[src/rtl/mhcc_pkg.sv]
`timescale 1ns / 1ps
`default_nettype none
// ----------------------------------------------------------------------------
// mhcc_pkg: shared types and constants for the magic hash collision check
// Item structs, the queue job, register codes and table constants.
// ----------------------------------------------------------------------------
package mhcc_pkg;

    // field widths fixed by the item format
    localparam int DATA_BITS      = 64;
    localparam int SLOT_OUT_BITS  = 12;
    localparam int SHIFT_BITS     = 6;
    localparam int CFG_IDX_BITS   = 1;

    // defaults and limits for top-level parameters
    localparam int DEF_INDEX_BITS  = 12;
    localparam int INDEX_BITS_MAX  = 14;
    localparam int DEF_QUEUE_DEPTH = 2;

    // trial tag stored with every slot word
    localparam int EPOCH_BITS = 8;
    localparam logic [EPOCH_BITS-1:0] EPOCH_ONE = EPOCH_BITS'(1);

    // configuration register indexes
    localparam logic [CFG_IDX_BITS-1:0] CFG_MAGIC = 1'b0;
    localparam logic [CFG_IDX_BITS-1:0] CFG_SHIFT = 1'b1;

    localparam logic [SHIFT_BITS-1:0] SHIFT_RESET = 6'd52;

    // operation codes
    localparam logic OP_TEST = 1'b0;
    localparam logic OP_READ = 1'b1;

    // contents reported for an empty slot
    localparam logic [DATA_BITS-1:0] EMPTY_DATA = '1;

    typedef struct packed {
        logic                 op;
        logic                 first_of_trial;
        logic [DATA_BITS-1:0] blockers;
        logic [DATA_BITS-1:0] attack_set;
        logic [11:0]          read_slot;
    } t_in_item;

    typedef struct packed {
        logic [SLOT_OUT_BITS-1:0] slot_index;
        logic                     collision;
        logic                     trial_failed;
        logic [DATA_BITS-1:0]     slot_data;
    } t_out_item;

    // classified item handed from front end to table engine
    typedef struct packed {
        logic                      op;
        logic                      first;
        logic [INDEX_BITS_MAX-1:0] idx;
        logic [DATA_BITS-1:0]      attack;
    } t_job;

    typedef enum logic [1:0] {
        ST_CLEAR,
        ST_IDLE,
        ST_READ,
        ST_CHECK
    } t_back_state;

endpackage
`default_nettype wire

[src/rtl/mhcc_queue.sv]
`timescale 1ns / 1ps
`default_nettype none
// ----------------------------------------------------------------------------
// mhcc_queue: job queue between front end and table engine
// Small register FIFO so hashing and table work stall independently.
// ----------------------------------------------------------------------------
module mhcc_queue
    import mhcc_pkg::*;
#(
    parameter int DEPTH = DEF_QUEUE_DEPTH
) (
    input  wire  i_clk,
    input  wire  i_rst_n,
    input  wire  i_push_valid,
    output logic o_push_ready,
    input  t_job i_push_data,
    output logic o_pop_valid,
    input  wire  i_pop_ready,
    output t_job o_pop_data
);

    localparam int PTR_BITS = (DEPTH > 1) ? $clog2(DEPTH) : 1;
    localparam int CNT_BITS = $clog2(DEPTH + 1);
    localparam logic [PTR_BITS-1:0] PTR_LAST = PTR_BITS'(DEPTH - 1);
    localparam logic [CNT_BITS-1:0] CNT_FULL = CNT_BITS'(DEPTH);

    t_job                r_slot [DEPTH];
    logic [PTR_BITS-1:0] r_wr_ptr;
    logic [PTR_BITS-1:0] r_rd_ptr;
    logic [CNT_BITS-1:0] r_count;

    logic w_push;
    logic w_pop;

    assign o_push_ready = (r_count != CNT_FULL);
    assign o_pop_valid  = (r_count != '0);
    assign o_pop_data   = r_slot[r_rd_ptr];
    assign w_push       = i_push_valid && o_push_ready;
    assign w_pop        = o_pop_valid && i_pop_ready;

    // pointers and fill level
    always_ff @(posedge i_clk) begin
        if (!i_rst_n) begin
            r_wr_ptr <= '0;
            r_rd_ptr <= '0;
            r_count  <= '0;
        end else begin
            if (w_push) begin
                r_wr_ptr <= (r_wr_ptr == PTR_LAST) ? '0 : r_wr_ptr + 1'b1;
            end
            if (w_pop) begin
                r_rd_ptr <= (r_rd_ptr == PTR_LAST) ? '0 : r_rd_ptr + 1'b1;
            end
            if (w_push && !w_pop) begin
                r_count <= r_count + 1'b1;
            end else if (w_pop && !w_push) begin
                r_count <= r_count - 1'b1;
            end
        end
    end

    always_ff @(posedge i_clk) begin
        if (w_push) begin
            r_slot[r_wr_ptr] <= i_push_data;
        end
    end

endmodule
`default_nettype wire

[config.mk]
export PLATFORM = sky130hd
export DESIGN_NAME = mhcc_queue
export DESIGN_NICKNAME = d
export VERILOG_FILES = /design/src/rtl/mhcc_pkg.sv /design/src/rtl/mhcc_queue.sv
export SDC_FILE = /design/constraint.sdc
export NUM_CORES = 1
export LEC_CHECK = 0
export ABC_CLOCK_PERIOD_IN_PS = 7650
export BUFFER_PORTS_ARGS = -buffer_cell sky130_fd_sc_hd__buf_2
export CORE_ASPECT_RATIO = 0.8
export CORE_MARGIN = 3
export CORE_UTILIZATION = 30
export CTS_CLUSTER_SIZE = 30
export DETAILED_ROUTE_END_ITERATION = 6
export PLACE_DENSITY = 0.58
export REMOVE_ABC_BUFFERS = 1
export SYNTH_ARGS = -nofsm -noshare
export SYNTH_HDL_FRONTEND = slang
export SYNTH_SLANG_ARGS = --single-unit
[constraint.sdc]
create_clock -name i_clk -period 7.65 [get_ports i_clk]
set_input_delay 0.765 -clock i_clk [delete_from_list [all_inputs] [get_ports i_clk]]
set_output_delay 0.765 -clock i_clk [all_outputs]
set_load 0.005 [all_outputs]
==> qor.txt, run 1 <==
CP max FO = 80
final net count = 534
share of layout cells above drive strength 1 = 61.0%
synthesized cell area = 0.00599 sq mm
Reg2Reg Depth = 4
first-pass detailed-route iteration total = 4
P per Cell Area = 327 mW/mm^2
worst flop-to-flop path startpoint = r_count[0]
row count = 45
Fmax achieved = 0.341 GHz
Max Buffers Root-to-Sink = 2
register area share after synthesis = 81.8%
CP required = 6.88 ns
Starting Density = 31.0%
CTS Root Cell = clkbuf_16
port buffer count = 165
Ports = 166
fin crit share = 38.3%
antenna viol nets, final = 0
critical path class = reg -> out
FF-to-FF End = r_slot[0][28]
Hold Path Class = in -> reg
dominant cell type by area after synthesis = edfxtp_1
clock power share = 33.0%
H-Tree Depth = 4
clk sinks = 165
RSZ-0062 raised after global routing = false
Post-CTS Setup Inserts = 0
synthesized flop and latch total = 165
Post-Route Skew = 0.00806 ns
DRC Markers = 0
peak supply drop = 0.188 mV
WL/cell = 15.7 um
most instantiated cells after synthesis = 160 x edfxtp_1, 80 x mux2_2, 9 x buf_2
cts hold-fix bufs = 0
routability cong. = 0.695
clock slew at reported path FFs = 0.07 ns
Reg2Reg Setup Slack = 5.37 ns
Final Hold Fails = 0
Power Internal = 1.88 mW
relative slew slack = 24.2%
Synth area leaders = edfxtp_1 80%, mux2_2 15%, dfxtp_1 1.7%, buf_2 0.75%, and2_1 0.42%
first-pass GRT wire length = 17.2 mm
worst slew pin tran = 1.14 ns
die area = 0.0217 sq mm
largest net degree at the start of global routing = 81
Overflow after GRT = 0
CTS tree = done
max-capacitance violation count = 0
Yosys cell types = 19
clk_lat worst skew = 0.41 ns
vias in the first global route = 3,280
CP endpoint = o_pop_data[26]
sw frac = 25.2%
setup TNS = 0 ns
synth warn = 0
Arrival @ worst endpoint = 2.16 ns
most frequent cell after synthesis = edfxtp_1
Num CTS Buffers = 17
Initial DRC Count = 139
Slew Viols, Final = 0
post-CTS sizing = 0
via count = 3,087
Setup-failing EPs final = 0
final wirelength = 11.3 mm
Die H = 132 um
startpoint types = flop
diode count = 0
sequential power share = 48.5%
status = complete, no violations
Horiz. Die Dim = 164 um
Design Power = 2.52 mW
Worst setup EP type = primary output
ys async rst share = 0%
Psw = 0.635 mW
initial antenna violation count = 0
Static Leak = 2.82 nW
Final Critical Period = 2.93 ns
Synth-to-Final Area Change = 28.4%
DP HPWL = 7.13 mm
GRT Overall Usage = 10.5%
Main synth FF type = edfxtp_1
Avg Cell Area, Syn = 22.0 sq um
vias per cell = 4.29
top-area cell type share of the netlist area = 80.2%
Syn Inst Count = 273
total core area = 0.0193 sq mm
combinational share of power = 18.5%
EDFF count, synth = 160
[sequential cells by signal, indices dropped and copies added, names as in the netlist, named ones only]
name and count:
r_count 2, r_rd_ptr 1, r_slot 160, r_wr_ptr 1
[power groups by stage]
stage          clock network, mW  logic, mW  registers [mW]
6_report                   0.831      0.466            1.22
5_1_grt                    0.899      0.513            1.24
4_1_cts                    0.855      0.482            1.23
3_5_place_dp                   0      0.478            1.24
3_3_place_gp                   0      0.475            1.24
2_1_floorplan                  0      0.280            1.22
[cell families after synthesis]
group	count (synthesis)	share of synthesized area [%]
AND/OR/NAND/NOR	9	1.09
flip-flops	165	81.8
buffers and inverters	10	0.814
XOR/XNOR	3	0.438
multiplexers	80	15.0
adder cells (fa/ha/maj)	1	0.209
AO/OA/AOI/OAI	5	0.584
[worst max-delay path, stage by stage, from the launching register on]
cell,delay [ns]
dfxtp_4,1.08
mux2_2,0.45
buf_2,0.14
[how the worst min path moves through the flow]
| stage | from | end | slack (ns) | cells after the start |
|---|---|---|---|---|
| after global routing | i_push_data[20] | r_slot[1][20] | 0.51 | 1 |
| after CTS | i_push_data[67] | r_slot[1][67] | 0.51 | 1 |
| after floorplan | r_count[1] | r_count[1] | 0.51 | 2 |
| after global placement | r_count[1] | r_count[1] | 0.53 | 2 |
| final | i_push_data[20] | r_slot[0][20] | 0.54 | 1 |
| after detailed placement | r_count[1] | r_count[1] | 0.56 | 2 |
[per-layer routing]
metal	GRT usage [%]	vias to the layer above	wire (um)
li1	-	1432	-
met1	12.7	1534	4810
met2	16.8	109	5410
met3	4.38	12	923
met4	3.95	0	146
met5	0	-	0
[cells in the final DEF, fill, tap and decap left out, types with 2 or more instances in the layout]
cell	synthesis	layout
buf_2	9	165
bufinv_16	0	2
mux2_2	80	80
clkinv_1	0	2
clkinv_2	0	3
inv_6	0	4
xnor2_1	2	2
and2_1	4	4
dfxtp_1	5	4
edfxtp_1	160	160
clkinvlp_4	0	3
clkinv_4	0	2
clkbuf_16	0	17
[per-stage QoR]
stage / instances / utilization [%] / hold slack, ns / cell area, sq um / worst slack (ns)
floorplan: 264 / - / 0.512 / 5950 / 4.42
global placement: 688 / 36.8 / 0.530 / 7110 / 5.11
detailed placement: 688 / 36.8 / 0.557 / 7110 / 5.05
CTS: 720 / 39.8 / 0.507 / 7690 / 4.67
global route: 720 / 39.8 / 0.508 / 7690 / 4.59
finish: 720 / 39.8 / 0.536 / 7690 / 4.72
[area by class of cell]
type,instances,area [sq um]
Inverter,1,5.00
Tap cell,258,323
Clock buffer,17,425
Multi-Input combinational cell,98,1040
Sequential cell,165,4910
Clock inverter,15,153
Timing Repair Buffer,166,833
Fill cell,1753,11600
(Power assumes the default switching activity.)
==> run 2: changes to the inputs <==
--- a/config.mk
+++ b/config.mk
@@ -5,7 +5,7 @@
 export SDC_FILE = /design/constraint.sdc
 export NUM_CORES = 1
 export LEC_CHECK = 0
-export ABC_CLOCK_PERIOD_IN_PS = 7650
+export ABC_CLOCK_PERIOD_IN_PS = 2700
 export BUFFER_PORTS_ARGS = -buffer_cell sky130_fd_sc_hd__buf_2
 export CORE_ASPECT_RATIO = 0.8
 export CORE_MARGIN = 3
==> constraint.sdc (replaced) <==
create_clock -name i_clk -period 2.7 [get_ports i_clk]
set_input_delay 0.27 -clock i_clk [delete_from_list [all_inputs] [get_ports i_clk]]
set_output_delay 0.27 -clock i_clk [all_outputs]
set_load 0.005 [all_outputs]
==> run 2 against run 1 <==
Cell count increased by 0.56%. Clock skew fell by 0.0032 ns. Setup slack worse by 4.2 ns. Flip-flop and latch count is the same. Core utilization increased by 0.61 points. First-iteration DRC count rose by 11%. Hold slack got worse by 0.50 ns. Design area grew 1.5%. Routed wire length is 3.2% higher. Clock power grew to 3.1 times the previous value. Highest routed layer is now met5.
==> qor.txt, run 2 (same netlist as run 1, synthesis figures left out) <==
final net count = 538
die area = 0.0217 sq mm
CP max FO = 25
WL met1 = 5.02 mm
Horiz. Die Dim = 164 um
largest net degree at the start of global routing = 43
Largest Register = r_slot
first-pass detailed-route iteration total = 4
port buffer count = 165
vias per cell = 4.28
worst path buffer plus inverter count = 2
Slew Viols, Final = 0
final wirelength = 11.6 mm
peak supply drop = 0.442 mV
Arrival @ worst endpoint = 1.87 ns
Static Leak = 2.87 nW
Num CTS Buffers = 17
share of layout cells above drive strength 1 = 61.4%
met3 wire len = 901 um
vias in the first global route = 3,319
diode count = 0
max-capacitance violation count = 0
Final Critical Period = 2.14 ns
startpoint types = flop
critical path class = reg -> out
Setup WS post-layout = 0.560 ns
DRC Markers = 0
fin crit share = 79.2%
worst-path cell chain = buf_4 > mux2_2 > buf_2
CP required = 2.43 ns
Max Used Layer = met5
Initial DRC Count = 154
pre-CTS setup slack = 0.795 ns
most frequent cells in the layout = 165 x buf_2, 160 x edfxtp_1, 80 x mux2_2, 17 x clkbuf_16
Setup-failing EPs final = 0
Filler cells = 1,757
top flop regs = r_slot x160, r_count x2
Placed Instance Area = 0.00718 sq mm
status = complete, no violations
leading cell type in the layout, fill and taps excluded = buf_2
clk sinks = 165
P per Cell Area = 945 mW/mm^2
Die H = 132 um
total core area = 0.0193 sq mm
row count = 45
relative slew slack = 61.5%
DP HPWL = 7.86 mm
worst slew pin tran = 0.577 ns
Ports = 166
RSZ-0062 raised after global routing = false
Post-Route Skew = 0.00487 ns
post-CTS sizing = 0
CTS tree = done
Worst setup EP type = primary output
cts hold-fix bufs = 0
Max Buffers Root-to-Sink = 2
Design Power = 7.38 mW
routability cong. = 0.710
DR WL met2 = 5.54 mm
clock slew at reported path FFs = 0.06 ns
via count = 3,101
Fmax achieved = 0.467 GHz
first-pass GRT wire length = 17.7 mm
initial antenna violation count = 1
H-Tree Depth = 4
Worst path top cell family by delay = flip-flops
Hold Path Class = in -> reg
fin area = 0.00781 sq mm
Synth-to-Final Area Change = 30.3%
Final Hold Fails = 0
placed cells = 692
clk_lat worst skew = 0.41 ns
CP max stage cell = dfxtp_4
max reg flops = 160
WL/cell = 16.1 um
Post-CTS Setup Inserts = 0
GRT Overall Usage = 10.9%
CP max stage delay = 0.58 ns
Starting Density = 31.0%
CTS Root Cell = clkbuf_16
non-filler cells in the finished layout = 724
antenna viol nets, final = 0
Overflow after GRT = 0
run 2: final cells by class:
type                    instances  area, sq um  area share (%)
repair buffers                170          901            11.5
clock inverters                14          199            2.55
multi-input cells              98         1040            13.4
clock buffers                  18          429            5.50
well taps                     258          323            4.13
inverters                       1         5.00          0.0641
flip-flops and latches        165         4910            62.8
run 2: power breakdown:
part | internal, mW | switching [mW] | total (mW)
Combinational | 0.799 | 0.701 | 1.50
Sequential | 3.20 | 0.133 | 3.33
Clock | 1.56 | 0.980 | 2.54
Total | 5.56 | 1.81 | 7.38
run 2: worst paths after layout:
path	startpoint	endpoint	slack, ns	cells after the start
worst max-delay path	flop	o_pop_data[51]	0.56	3
worst min-delay path	i_push_data[10]	r_slot[1][10]	0.04	1
worst max register to register	r_count[0]	r_slot[1][77]	0.85	3
worst min register to register	r_count[1]	r_count[1]	0.57	2
run 2: metal layers:
metal | vias up | track usage [%]
li1 | 1445 | -
met1 | 1526 | 13.0
met2 | 110 | 17.4
met3 | 18 | 4.57
met4 | 2 | 4.23
met5 | - | 0
run 2: stage by stage:
step | hold WS, ns | util, % | TNS (ns)
floorplan | 0.369 | - | -20.28
global placement | 0.458 | 37.2 | 0
detailed placement | 0.462 | 37.2 | 0
CTS | 0.00834 | 40.4 | 0
global route | 0.0102 | 40.4 | 0
finish | 0.0385 | 40.4 | 0
